[src/rtl/sed_pkg.sv]
// Package with the types and constants of the score event detector.
package sed_pkg;

   localparam int CSR_INDEX_W = 3;
   localparam int CSR_DATA_W  = 16;

   typedef enum logic [CSR_INDEX_W-1:0] {
      CSR_ON_THRESHOLD  = 3'd0,
      CSR_OFF_THRESHOLD = 3'd1,
      CSR_MIN_ON_MS     = 3'd2,
      CSR_LED_HOLD_MS   = 3'd3,
      CSR_HANG_MS       = 3'd4,
      CSR_CLIP_DELAY_MS = 3'd5
   } csr_index_type;

   localparam logic [15:0] ON_THRESHOLD_RST  = 16'd52429;
   localparam logic [15:0] OFF_THRESHOLD_RST = 16'd32768;
   localparam logic [15:0] MIN_ON_MS_RST     = 16'd1000;
   localparam logic [15:0] LED_HOLD_MS_RST   = 16'd500;
   localparam logic [15:0] HANG_MS_RST       = 16'd3000;
   localparam logic [15:0] CLIP_DELAY_MS_RST = 16'd0;

   // Durations of 65536 s and more saturate; below that, ms / 1000 is
   // (ms / 8) * ceil(2^30 / 125) >> 30, exact for all values in range.
   localparam logic [31:0] DUR_SAT_MS   = 32'd65536000;
   localparam logic [23:0] DIV125_MUL   = 24'd8589935;
   localparam int          DIV125_SHIFT = 30;

   typedef struct packed {
      logic [15:0]        score;
      logic signed [15:0] level_db;
      logic [31:0]        now_ms;
   } req_type;

   typedef struct packed {
      logic               led_hot;
      logic               event_active;
      logic               event_started;
      logic               clip_begin;
      logic               clip_write;
      logic               event_ended;
      logic [15:0]        event_secs;
      logic signed [15:0] peak_level_db;
      logic [15:0]        peak_score;
      logic               has_clip;
   } rsp_type;

   typedef struct packed {
      logic [15:0] on_threshold;
      logic [15:0] off_threshold;
      logic [15:0] min_on_ms;
      logic [15:0] led_hold_ms;
      logic [15:0] hang_ms;
      logic [15:0] clip_delay_ms;
   } cfg_type;

   typedef struct packed {
      logic               led_hot;
      logic               event_active;
      logic               event_started;
      logic               clip_begin;
      logic               clip_write;
      logic               event_ended;
      logic [31:0]        elapsed_ms;
      logic signed [15:0] peak_level_db;
      logic [15:0]        peak_score;
      logic               has_clip;
   } mid_type;

endpackage

[src/rtl/sed_csr.sv]
// Configuration registers of the score event detector.
module sed_csr (
   input  logic                              clock,
   input  logic                              reset,
   input  logic                              csr_valid,
   output logic                              csr_ready,
   input  logic [sed_pkg::CSR_INDEX_W-1:0]   csr_index,
   input  logic [sed_pkg::CSR_DATA_W-1:0]    csr_data,
   output sed_pkg::cfg_type                  cfg
);
   import sed_pkg::*;

   cfg_type cfg_ff;
   cfg_type cfg_in;

   assign csr_ready = 1'b1;
   assign cfg       = cfg_ff;

   always_comb begin
      cfg_in = cfg_ff;
      if (csr_valid) begin
         case (csr_index)
            CSR_ON_THRESHOLD:  cfg_in.on_threshold  = csr_data;
            CSR_OFF_THRESHOLD: cfg_in.off_threshold = csr_data;
            CSR_MIN_ON_MS:     cfg_in.min_on_ms     = csr_data;
            CSR_LED_HOLD_MS:   cfg_in.led_hold_ms   = csr_data;
            CSR_HANG_MS:       cfg_in.hang_ms       = csr_data;
            CSR_CLIP_DELAY_MS: cfg_in.clip_delay_ms = csr_data;
            default:           cfg_in = cfg_ff;
         endcase
      end
   end

   always_ff @(posedge clock) begin
      if (reset) begin
         cfg_ff.on_threshold  <= ON_THRESHOLD_RST;
         cfg_ff.off_threshold <= OFF_THRESHOLD_RST;
         cfg_ff.min_on_ms     <= MIN_ON_MS_RST;
         cfg_ff.led_hold_ms   <= LED_HOLD_MS_RST;
         cfg_ff.hang_ms       <= HANG_MS_RST;
         cfg_ff.clip_delay_ms <= CLIP_DELAY_MS_RST;
      end else begin
         cfg_ff <= cfg_in;
      end
   end

endmodule

[src/rtl/sed_core.sv]
// Detector state and its single-step update for one registered input item.
module sed_core (
   input  logic              clock,
   input  logic              reset,
   input  logic              step_en,
   input  sed_pkg::cfg_type  cfg,
   input  sed_pkg::req_type  req,
   output sed_pkg::mid_type  mid
);
   import sed_pkg::*;

   logic               active_ff, active_in;
   logic               above_valid_ff, above_valid_in;
   logic [31:0]        above_start_ff, above_start_in;
   logic               below_valid_ff, below_valid_in;
   logic [31:0]        below_start_ff, below_start_in;
   logic               led_on_ff, led_on_in;
   logic               led_above_valid_ff, led_above_valid_in;
   logic [31:0]        led_above_start_ff, led_above_start_in;
   logic [31:0]        event_start_ff, event_start_in;
   logic signed [15:0] max_level_ff, max_level_in;
   logic [15:0]        max_score_ff, max_score_in;
   logic               clip_pending_ff, clip_pending_in;
   logic [31:0]        clip_due_ff, clip_due_in;

   always_comb begin
      logic        present;
      logic        absent;
      logic [31:0] run_start;
      logic [31:0] clip_diff;

      present   = req.score >= cfg.on_threshold;
      absent    = req.score < cfg.off_threshold;
      run_start = 32'd0;
      clip_diff = req.now_ms - clip_due_ff;

      active_in          = active_ff;
      above_valid_in     = above_valid_ff;
      above_start_in     = above_start_ff;
      below_valid_in     = below_valid_ff;
      below_start_in     = below_start_ff;
      led_on_in          = led_on_ff;
      led_above_valid_in = led_above_valid_ff;
      led_above_start_in = led_above_start_ff;
      event_start_in     = event_start_ff;
      max_level_in       = max_level_ff;
      max_score_in       = max_score_ff;
      clip_pending_in    = clip_pending_ff;
      clip_due_in        = clip_due_ff;
      mid                = '0;

      if (present) begin
         led_above_valid_in = 1'b1;
         led_above_start_in = led_above_valid_ff ? led_above_start_ff : req.now_ms;
         if ((req.now_ms - led_above_start_in) >= 32'(cfg.led_hold_ms)) begin
            led_on_in = 1'b1;
         end
      end else if (absent) begin
         led_on_in          = 1'b0;
         led_above_valid_in = 1'b0;
      end else begin
         led_above_valid_in = 1'b0;
      end

      if (!active_ff) begin
         if (present) begin
            above_valid_in = 1'b1;
            above_start_in = above_valid_ff ? above_start_ff : req.now_ms;
            if ((req.now_ms - above_start_in) >= 32'(cfg.min_on_ms)) begin
               active_in         = 1'b1;
               mid.event_started = 1'b1;
               event_start_in    = above_start_in;
               max_level_in      = req.level_db;
               max_score_in      = req.score;
               below_valid_in    = 1'b0;
               clip_pending_in   = 1'b1;
               clip_due_in       = req.now_ms + 32'(cfg.clip_delay_ms);
            end
         end else begin
            above_valid_in = 1'b0;
         end
      end else begin
         if (clip_pending_ff) begin
            if (!clip_diff[31]) begin
               clip_pending_in = 1'b0;
               mid.clip_begin  = 1'b1;
            end
         end else begin
            mid.clip_write = 1'b1;
         end
         if (req.level_db > max_level_ff) begin
            max_level_in = req.level_db;
         end
         if (req.score > max_score_ff) begin
            max_score_in = req.score;
         end
         if (absent) begin
            below_valid_in = 1'b1;
            run_start      = below_valid_ff ? below_start_ff : req.now_ms;
            below_start_in = run_start;
            if ((req.now_ms - run_start) >= 32'(cfg.hang_ms)) begin
               mid.event_ended   = 1'b1;
               mid.elapsed_ms    = req.now_ms - event_start_ff;
               mid.peak_level_db = max_level_in;
               mid.peak_score    = max_score_in;
               mid.has_clip      = !clip_pending_in;
               clip_pending_in   = 1'b0;
               active_in         = 1'b0;
               above_valid_in    = 1'b0;
               below_valid_in    = 1'b0;
            end
         end else begin
            below_valid_in = 1'b0;
         end
      end

      mid.led_hot      = led_on_in;
      mid.event_active = active_in;
   end

   always_ff @(posedge clock) begin
      if (reset) begin
         active_ff          <= 1'b0;
         above_valid_ff     <= 1'b0;
         above_start_ff     <= '0;
         below_valid_ff     <= 1'b0;
         below_start_ff     <= '0;
         led_on_ff          <= 1'b0;
         led_above_valid_ff <= 1'b0;
         led_above_start_ff <= '0;
         event_start_ff     <= '0;
         max_level_ff       <= '0;
         max_score_ff       <= '0;
         clip_pending_ff    <= 1'b0;
         clip_due_ff        <= '0;
      end else if (step_en) begin
         active_ff          <= active_in;
         above_valid_ff     <= above_valid_in;
         above_start_ff     <= above_start_in;
         below_valid_ff     <= below_valid_in;
         below_start_ff     <= below_start_in;
         led_on_ff          <= led_on_in;
         led_above_valid_ff <= led_above_valid_in;
         led_above_start_ff <= led_above_start_in;
         event_start_ff     <= event_start_in;
         max_level_ff       <= max_level_in;
         max_score_ff       <= max_score_in;
         clip_pending_ff    <= clip_pending_in;
         clip_due_ff        <= clip_due_in;
      end
   end

endmodule

[src/rtl/sed_dur.sv]
// Conversion of an elapsed time in milliseconds to whole seconds, saturating.
module sed_dur (
   input  logic [31:0] elapsed_ms,
   output logic [15:0] event_secs
);
   import sed_pkg::*;

   logic [22:0] eighths;
   logic [46:0] product;
   logic        sat;

   assign eighths    = elapsed_ms[25:3];
   assign product    = 47'(eighths) * 47'(DIV125_MUL);
   assign sat        = elapsed_ms >= DUR_SAT_MS;
   assign event_secs = sat ? 16'hFFFF : product[DIV125_SHIFT +: 16];

endmodule

[src/rtl/score_event_detector.sv]
// Top level of the score event detector: handshakes, pipeline and outputs.
//
// Each transfer on the request channel produces exactly one response. An item
// passes three registers: the input register, a stage that holds the result
// of the detector state update, and the response register; the duration
// divide by 1000 (one multiply) sits between the last two. The response is
// valid once the item has moved from the input register through the update
// stage into the response register. One item is taken every cycle while the
// response side keeps up; ready is chained through the stages within the same
// cycle, so empty stages keep accepting while a response waits, and the input
// stalls only once all three stages hold an item. Configuration writes are
// taken every cycle and should be issued only when no item is in flight.
module score_event_detector (
   input  logic                            clock,
   input  logic                            reset,
   input  logic                            req_valid,
   output logic                            req_ready,
   input  sed_pkg::req_type                req_data,
   output logic                            rsp_valid,
   input  logic                            rsp_ready,
   output sed_pkg::rsp_type                rsp_data,
   input  logic                            csr_valid,
   output logic                            csr_ready,
   input  logic [sed_pkg::CSR_INDEX_W-1:0] csr_index,
   input  logic [sed_pkg::CSR_DATA_W-1:0]  csr_data
);
   import sed_pkg::*;

   cfg_type     cfg;
   logic        s0_valid_ff, s0_valid_in;
   req_type     s0_req_ff;
   logic        s1_valid_ff, s1_valid_in;
   mid_type     s1_mid_ff;
   logic        s2_valid_ff, s2_valid_in;
   rsp_type     s2_rsp_ff;
   rsp_type     s2_rsp_in;
   mid_type     mid;
   logic [15:0] event_secs;
   logic        s0_ready, s1_ready, s2_ready;
   logic        s0_fire, s1_fire;

   sed_csr u_csr (
      .clock     (clock),
      .reset     (reset),
      .csr_valid (csr_valid),
      .csr_ready (csr_ready),
      .csr_index (csr_index),
      .csr_data  (csr_data),
      .cfg       (cfg)
   );

   sed_core u_core (
      .clock   (clock),
      .reset   (reset),
      .step_en (s0_fire),
      .cfg     (cfg),
      .req     (s0_req_ff),
      .mid     (mid)
   );

   sed_dur u_dur (
      .elapsed_ms (s1_mid_ff.elapsed_ms),
      .event_secs (event_secs)
   );

   assign s2_ready  = !s2_valid_ff || rsp_ready;
   assign s1_ready  = !s1_valid_ff || s2_ready;
   assign s0_ready  = !s0_valid_ff || s1_ready;
   assign req_ready = s0_ready;
   assign s0_fire   = s0_valid_ff && s1_ready;
   assign s1_fire   = s1_valid_ff && s2_ready;

   assign s0_valid_in = req_valid ? 1'b1 : (s0_valid_ff && !s1_ready);
   assign s1_valid_in = s0_fire ? 1'b1 : (s1_valid_ff && !s2_ready);
   assign s2_valid_in = s1_fire ? 1'b1 : (s2_valid_ff && !rsp_ready);

   always_comb begin
      s2_rsp_in.led_hot       = s1_mid_ff.led_hot;
      s2_rsp_in.event_active  = s1_mid_ff.event_active;
      s2_rsp_in.event_started = s1_mid_ff.event_started;
      s2_rsp_in.clip_begin    = s1_mid_ff.clip_begin;
      s2_rsp_in.clip_write    = s1_mid_ff.clip_write;
      s2_rsp_in.event_ended   = s1_mid_ff.event_ended;
      s2_rsp_in.event_secs    = event_secs;
      s2_rsp_in.peak_level_db = s1_mid_ff.peak_level_db;
      s2_rsp_in.peak_score    = s1_mid_ff.peak_score;
      s2_rsp_in.has_clip      = s1_mid_ff.has_clip;
   end

   always_ff @(posedge clock) begin
      if (reset) begin
         s0_valid_ff <= 1'b0;
         s1_valid_ff <= 1'b0;
         s2_valid_ff <= 1'b0;
      end else begin
         s0_valid_ff <= s0_ready ? s0_valid_in : s0_valid_ff;
         s1_valid_ff <= s1_valid_in;
         s2_valid_ff <= s2_valid_in;
      end
   end

   always_ff @(posedge clock) begin
      if (req_valid && s0_ready) begin
         s0_req_ff <= req_data;
      end
      if (s0_fire) begin
         s1_mid_ff <= mid;
      end
      if (s1_fire) begin
         s2_rsp_ff <= s2_rsp_in;
      end
   end

   assign rsp_valid = s2_valid_ff;
   assign rsp_data  = s2_rsp_ff;

`ifndef SYNTHESIS
   // Summary fields are only carried by the response that ends an event.
   assert property (@(posedge clock) disable iff (reset)
      rsp_valid && !rsp_data.event_ended |->
         rsp_data.event_secs == 16'd0 && rsp_data.peak_level_db == 16'sd0 &&
         rsp_data.peak_score == 16'd0 && !rsp_data.has_clip)
      else $error("summary fields set without an event end");

   // The step that starts an event does no clip work and leaves it active.
   assert property (@(posedge clock) disable iff (reset)
      rsp_valid && rsp_data.event_started |->
         rsp_data.event_active && !rsp_data.clip_begin && !rsp_data.clip_write &&
         !rsp_data.event_ended)
      else $error("event start response carries clip or end flags");

   // An ended event is no longer active, and a clip cannot open and stream at once.
   assert property (@(posedge clock) disable iff (reset)
      rsp_valid |-> !(rsp_data.event_ended && rsp_data.event_active) &&
         !(rsp_data.clip_begin && rsp_data.clip_write))
      else $error("inconsistent event or clip flags");

   // An item held in the input stage stays there until the next stage takes it.
   assert property (@(posedge clock) disable iff (reset)
      s0_valid_ff && !s1_ready |=> s0_valid_ff && $stable(s0_req_ff))
      else $error("stalled input item lost or changed");
`endif

endmodule

[config.mk]
export PLATFORM = sky130hd
export DESIGN_NAME = score_event_detector
export DESIGN_NICKNAME = d
export VERILOG_FILES = /design/src/rtl/sed_pkg.sv /design/src/rtl/sed_csr.sv /design/src/rtl/sed_core.sv /design/src/rtl/sed_dur.sv /design/src/rtl/score_event_detector.sv
export SDC_FILE = /design/constraint.sdc
export NUM_CORES = 2
export LEC_CHECK = 0
export BUFFER_PORTS_ARGS = -buffer_cell sky130_fd_sc_hd__buf_2
export CAP_MARGIN = 10
export CORE_AREA = 2 2 292 294
export CTS_BUF_LIST = sky130_fd_sc_hd__clkbuf_16
export CTS_CLUSTER_DIAMETER = 120
export DETAILED_ROUTE_END_ITERATION = 10
export DIE_AREA = 0 0 294 296
export PLACE_DENSITY_LB_ADDON = 0.3
export SLEW_MARGIN = 15
export SYNTH_ARGS = -nofsm -noshare
export SYNTH_HDL_FRONTEND = slang
export SYNTH_SLANG_ARGS = --single-unit
[constraint.sdc]
create_clock -name clock -period 8.7 [get_ports clock]
set_clock_uncertainty 0.2 [all_clocks]
set_input_delay 1.74 -clock clock [delete_from_list [all_inputs] [get_ports clock]]
set_output_delay 1.74 -clock clock [all_outputs]
set_load 0.01 [all_outputs]
Word-level counts from Yosys, hierarchy flattened. Cells that the tools add are included. Widths: inputs -> output; s select.

Bitwise logic cells: 1. Reductions and logical operators: 34. Equal/unequal tests: 7. Shift operators: 0. Add/subtract/negate cells: 6. $lt $le $gt $ge: 8. Mux-type cells: 41. Multipliers: 1. Div/mod/pow operators: 0.

Operator list (count): $sub 32x32->32 (5); $mux 16 (8); $ge 32x16->1 (3); $mux 32 (3); $mux 66 (1); $mul 23x24->46 const B (1); $add 32x16->32 (1); $ge 32x26->1 const B (1); $gt 16x16->1 (2); $mux 1 (29); $reduce_and 2->1 (9); $ge 16x16->1 (1); $lt 16x16->1 (1); $reduce_and 3->1 (5); $logic_not 1->1 (7); $eq 3x2->1 const B (2); $eq 3x3->1 const B (2); $logic_and 1x1->1 (6); $ne 2x2->1 const B (2); $reduce_and 4->1 (1); $reduce_bool 2->1 (2); $eq 3x1->1 const B (1); $logic_not 3->1 (1); $logic_or 1x1->1 (3); $not 1->1 (1).

Memory bits (writable): 0. Output and inout bits: 58. Memory bits (read-only): 0. Word-level logic and storage cells: 143. Input port bits: 88. Flip-flop bits (word level): 487. Memories: 0. Latch bits: 0.

Longest topological paths before layout.
Depth in word-level cells: 7. Mapped depth: 29. Depth with buffers taken out: 27.

Hierarchy. Synthesis repeated with hierarchy kept, for this count alone.

Cells, all modules: 4138. Area total of the unflattened synthesis: 38873.5 um2.

By module, submodules not included: sed_core (area each 20413.3 um2, times used 1, cells an instance 2637, sequential area each 3963.8 um2); sed_dur (area each 8827.2 um2, times used 1, cells an instance 946, sequential area each 0.0 um2); score_event_detector (area each 5840.6 um2, times used 1, cells an instance 204, sequential area each 5765.5 um2); sed_csr (area each 3792.4 um2, times used 1, cells an instance 351, sequential area each 1921.8 um2).

Worst setup path after synthesis. No wires, ideal clock.

Kind: flip-flop to flip-flop. Start point: register s1_mid_ff[56] (netlist name). End point: register s2_rsp_ff (netlist bit rsp_data[48]) (data pin). Setup slack: 1.351 ns. Arrival: 6.894 ns. Setup time: 0.255 ns. Buffers on the path: 0. Stages on the path, launching flop included: 23. Required time: 8.245 ns. Clock period less this slack: 7.349 ns. Cell sequence: edfxtp_1 > fa_1 > fa_1 > inv_1 > fa_1 > inv_1 > fa_1 > fa_1 > fa_1 > inv_1 > fa_1 > inv_1 > ha_1 > a211oi_1 > o21ai_0 > a311o_1 > a311oi_1 > a32oi_1 > a31o_2 > a31o_2 > o41ai_1 > nand3_1 > and3_1.

Word-level cells in the longest chain between the ends: 1. Elaborated cells on any way between the ends: 2. Classes of those cells: 1 x mul; 1 x order compare.

Ends and longest elaborated chain: start, declared (line score_event_detector.sv:33) `mid_type s1_mid_ff;`; start signal, assigned (line score_event_detector.sv:107) `s1_mid_ff <= mid;`; $mul 23x24->46 or $ge 32x26->1 (tied branches) (line sed_dur.sv:13, sed_dur.sv:14); end signal, assigned (line score_event_detector.sv:110) `s2_rsp_ff <= s2_rsp_in;`; end, declared (line score_event_detector.sv:35) `rsp_type s2_rsp_ff;`.

Parallel ways exist; a longest one is shown, timed or not. A chain may end at the register's enable or synchronous reset.

Worst setup path in the final report.
Start point: register s1_mid_ff[57] (netlist name). End point: register s2_rsp_ff (netlist bit rsp_data[48]) (data pin).

The elaborated chain is that of the path after synthesis.

==> results by group <==
Route
  • WL final: just over 90,000 um
  • Via count: 28,310
  • Detailed Routing Iterations Pass 1: 6
  • Drt drc: 0
  • Antenna Nets Post-Route: 0
  • Wirelength per Cell: between 15 and 20 um
  • Vias/cell: 5.384
  • DR iter-0 viols: 1,558

Worst setup path
  • Setup CP Type: reg2reg
  • CP startpoint kind: flip-flop
  • Cell mode on critical path: fa_1
  • CP Cell Sequence: fa_1 -> fa_1 -> inv_1 -> fa_1 -> inv_1 -> fa_1 -> fa_1 -> fa_1 -> inv_1 -> fa_1 -> inv_1 -> ha_1 -> a211oi_1 -> o21ai_0 -> a311o_1 -> a311oi_1 -> a32oi_1 -> a31o_2 -> a31o_2 -> o41ai_1 -> nand3_1 -> and3_1
  • Crit-path leading delay family: adder cells
  • Worst Path Max Fanout: 8
  • CP peak stage delay: approximately 0.56 ns
  • Buf/Inv on CP: 4
  • Critical path data required time: 8.86 ns
  • Worst Path Arrival: roughly 8.3 ns
  • CP Capture Type: flip-flop
  • CP max-delay cell: fa_1

Outcome
  • Status: finished clean

Clock tree
  • Setup bufs post-CTS: 0
  • Inserted Clock Buffers: 58
  • Clk_lat worst skew: 0.65 ns
  • Total clock sinks: between 400 and 500
  • TritonCTS clock tree: done
  • Max Buffers Root-to-Sink: 3
  • Clk slew on worst S/H paths: 0.06 ns
  • Hold_buf cts: 0
  • Post-CTS Resized: 0
  • H-tree depth: 2
  • CTS root buf: clkbuf_16

Floorplan
  • Die span in x: slightly below 300 um
  • DIE HEIGHT: 296 um
  • Row cnt: between 100 and 150
  • Num ports: around 150
  • Initial core utilization: around 45%
  • DIE AREA: a little under 90,000 sq um
  • Core footprint: 84,210 sq um

Yosys
  • Mapped Avg Cell Area: ~9.3 sq um
  • Seq/Total Area, Yosys: between 30 and 40%
  • Yosys reg bits: 487
  • Gate count after technology mapping: around 4,000
  • Mapped Nets: ~4,800
  • Async SR Flop Fraction: 0%
  • Syn. warnings: 0
  • Cell area after synthesis: 37,510 sq um
  • Most common flop cell mapped by yosys: dfxtp_1
  • EDFF count, synth: 190
  • Library cells used by synthesis: between 80 and 90

Job
  • Max_cap viols: 0

STA
  • Fin Setup TNS: 0 ns
  • RSZ-0062 raised after global routing: false
  • Final hold slack: approximately 0.22 ns
  • Fmax: 0.1226 GHz
  • Final setup viols: 0
  • Tcrit/Tclk final: between 90% and 100%
  • Final min period: a little over 8 ns
  • Slew Limit Headroom: approximately 14%
  • Hold Violations, Final: 0
  • Worst-margin pin slew: ~1.3 ns
  • Fin. max-slew vios: 0

Layout
  • Commonest non-fill, non-tap cell in the layout: ha_1
  • Layout area overhead: 9.629%
  • Layout cells sized above 1: 7.438%
  • Final Non-Filler Cells: approximately 5,300
  • Commonest non-fill, non-tap cells in the layout: ha_1 (524), inv_1 (521), nor2_1 (359)
  • # nets final: 4,890
  • Diodes inserted: 0

Power and ir drop
  • Peak supply drop: approximately 250 uV
  • Leakage: 0.01764 uW
  • PD cells: ~220 nW/um^2
  • Total power: roughly 9000 uW

Place
  • HPWL Detailed: 71,700 um
  • Cells after DPL: 5,148
  • PortBufs: 144
  • Routability cong.: roughly 0.9

Hold path
  • Min-delay worst type: reg2reg

Global route
  • Largest net degree at the start of global routing: 170
  • GRT Overall Usage: 21.39%
  • First-pass GRT wire length: approximately 150,000 um
  • Initial antenna violation count: 1
  • Total gr overflow: 0
  • Vias in the first global route: 27,940
[synth_stat cells (114+ instances only)]
cell,count,area share [%]
nand2_1,290,2.9
a21oi_1,231,3.1
dfxtp_1,297,16
mux2i_1,184,4.9
edfxtp_1,190,15
ha_1,524,17
o21ai_0,114,1.5
a211oi_1,171,3.4
clkbuf_1,126,1.3
inv_1,506,5.1
nor2_1,361,3.6
fa_1,160,8.5
[worst register-to-register path, stage by stage (launching register included)]
cell and delay [ns]:
edfxtp_1 0.54, fa_1 0.56, fa_1 0.50, inv_1 0.05, fa_1 0.54, inv_1 0.06
fa_1 0.50, fa_1 0.52, fa_1 0.54, inv_1 0.05, fa_1 0.53, inv_1 0.04
ha_1 0.33, a211oi_1 0.21, o21ai_0 0.12, a311o_1 0.36, a311oi_1 0.50, a32oi_1 0.36
a31o_2 0.36, a31o_2 0.26, o41ai_1 0.49, nand3_1 0.12, and3_1 0.18
[final timing paths]
check             cells past startpoint  slack, ns                         from                         end
setup / recovery                     22       0.55  s1_mid_ff[57]$_SDFFCE_PN0P_  rsp_data[48]$_SDFFCE_PP1P_
hold reg to reg                       0       0.22  s1_mid_ff[17]$_SDFFCE_PN0P_      rsp_data[17]$_DFFE_PP_
setup reg to reg                     22       0.55  s1_mid_ff[57]$_SDFFCE_PN0P_  rsp_data[48]$_SDFFCE_PP1P_
hold / removal                        0       0.22  s1_mid_ff[17]$_SDFFCE_PN0P_      rsp_data[17]$_DFFE_PP_
[sequential cells by signal (all words and copies together) (netlist names)]
register and flops:
rsp_data 55, rsp_valid 1, s0_req_ff 64, s0_valid_ff 1
s1_mid_ff 71, s1_valid_ff 1, u_core.above_start_ff 32, u_core.above_valid_ff 1
u_core.active_ff 1, u_core.below_start_ff 32, u_core.below_valid_ff 1, u_core.clip_due_ff 32
u_core.clip_pending_ff 1, u_core.event_start_ff 32, u_core.led_above_start_ff 32, u_core.led_above_valid_ff 1
u_core.led_on_ff 1, u_core.max_level_ff 16, u_core.max_score_ff 16, u_csr.cfg 96
[final cells by class]
type,instances,area (sq um)
fill,7995,43090
multi-input combinational,2884,23340
sequential,487,11650
inverter,509,1912
clock buffer,60,1501
tap,1090,1364
timing repair buffer,178,1011
clock inverter,50,342.8
[per-stage QoR]
stage	worst slack, ns	util [%]	area (sq um)
finish	0.5454	48.84	41120
CTS	0.4471	48.84	41120
floorplan	1.351	-	37510
global route	0.08066	48.84	41120
global placement	0.5343	46.65	39280
detailed placement	0.4443	46.65	39280
[metal layers]
metal  wire length [um]  track usage (%)
met5                  0                0
met4               2641            6.147
met2              45050            37.93
met3               3149            2.451
met1              41920            27.39
[power breakdown]
part,internal [uW],switching (uW)
logic,1850,2460
clock network,1310,1040
registers,2470,110
[cells by family (layout without fill, tap and decap cells)]
group	count (synthesis)	count (layout)	synth area share [%]
AND/OR/NAND/NOR	1042	1042	13.00
AO/OA/AOI/OAI	850	850	15.24
adder cells (fa/ha/maj)	684	684	26.02
buffers and inverters	660	797	6.871
flip-flops	487	487	31.06
multiplexers	187	187	5.000
XOR/XNOR	120	120	2.802
other	1	1	0.009997
Note: power is estimated with default switching activity, not from simulation.
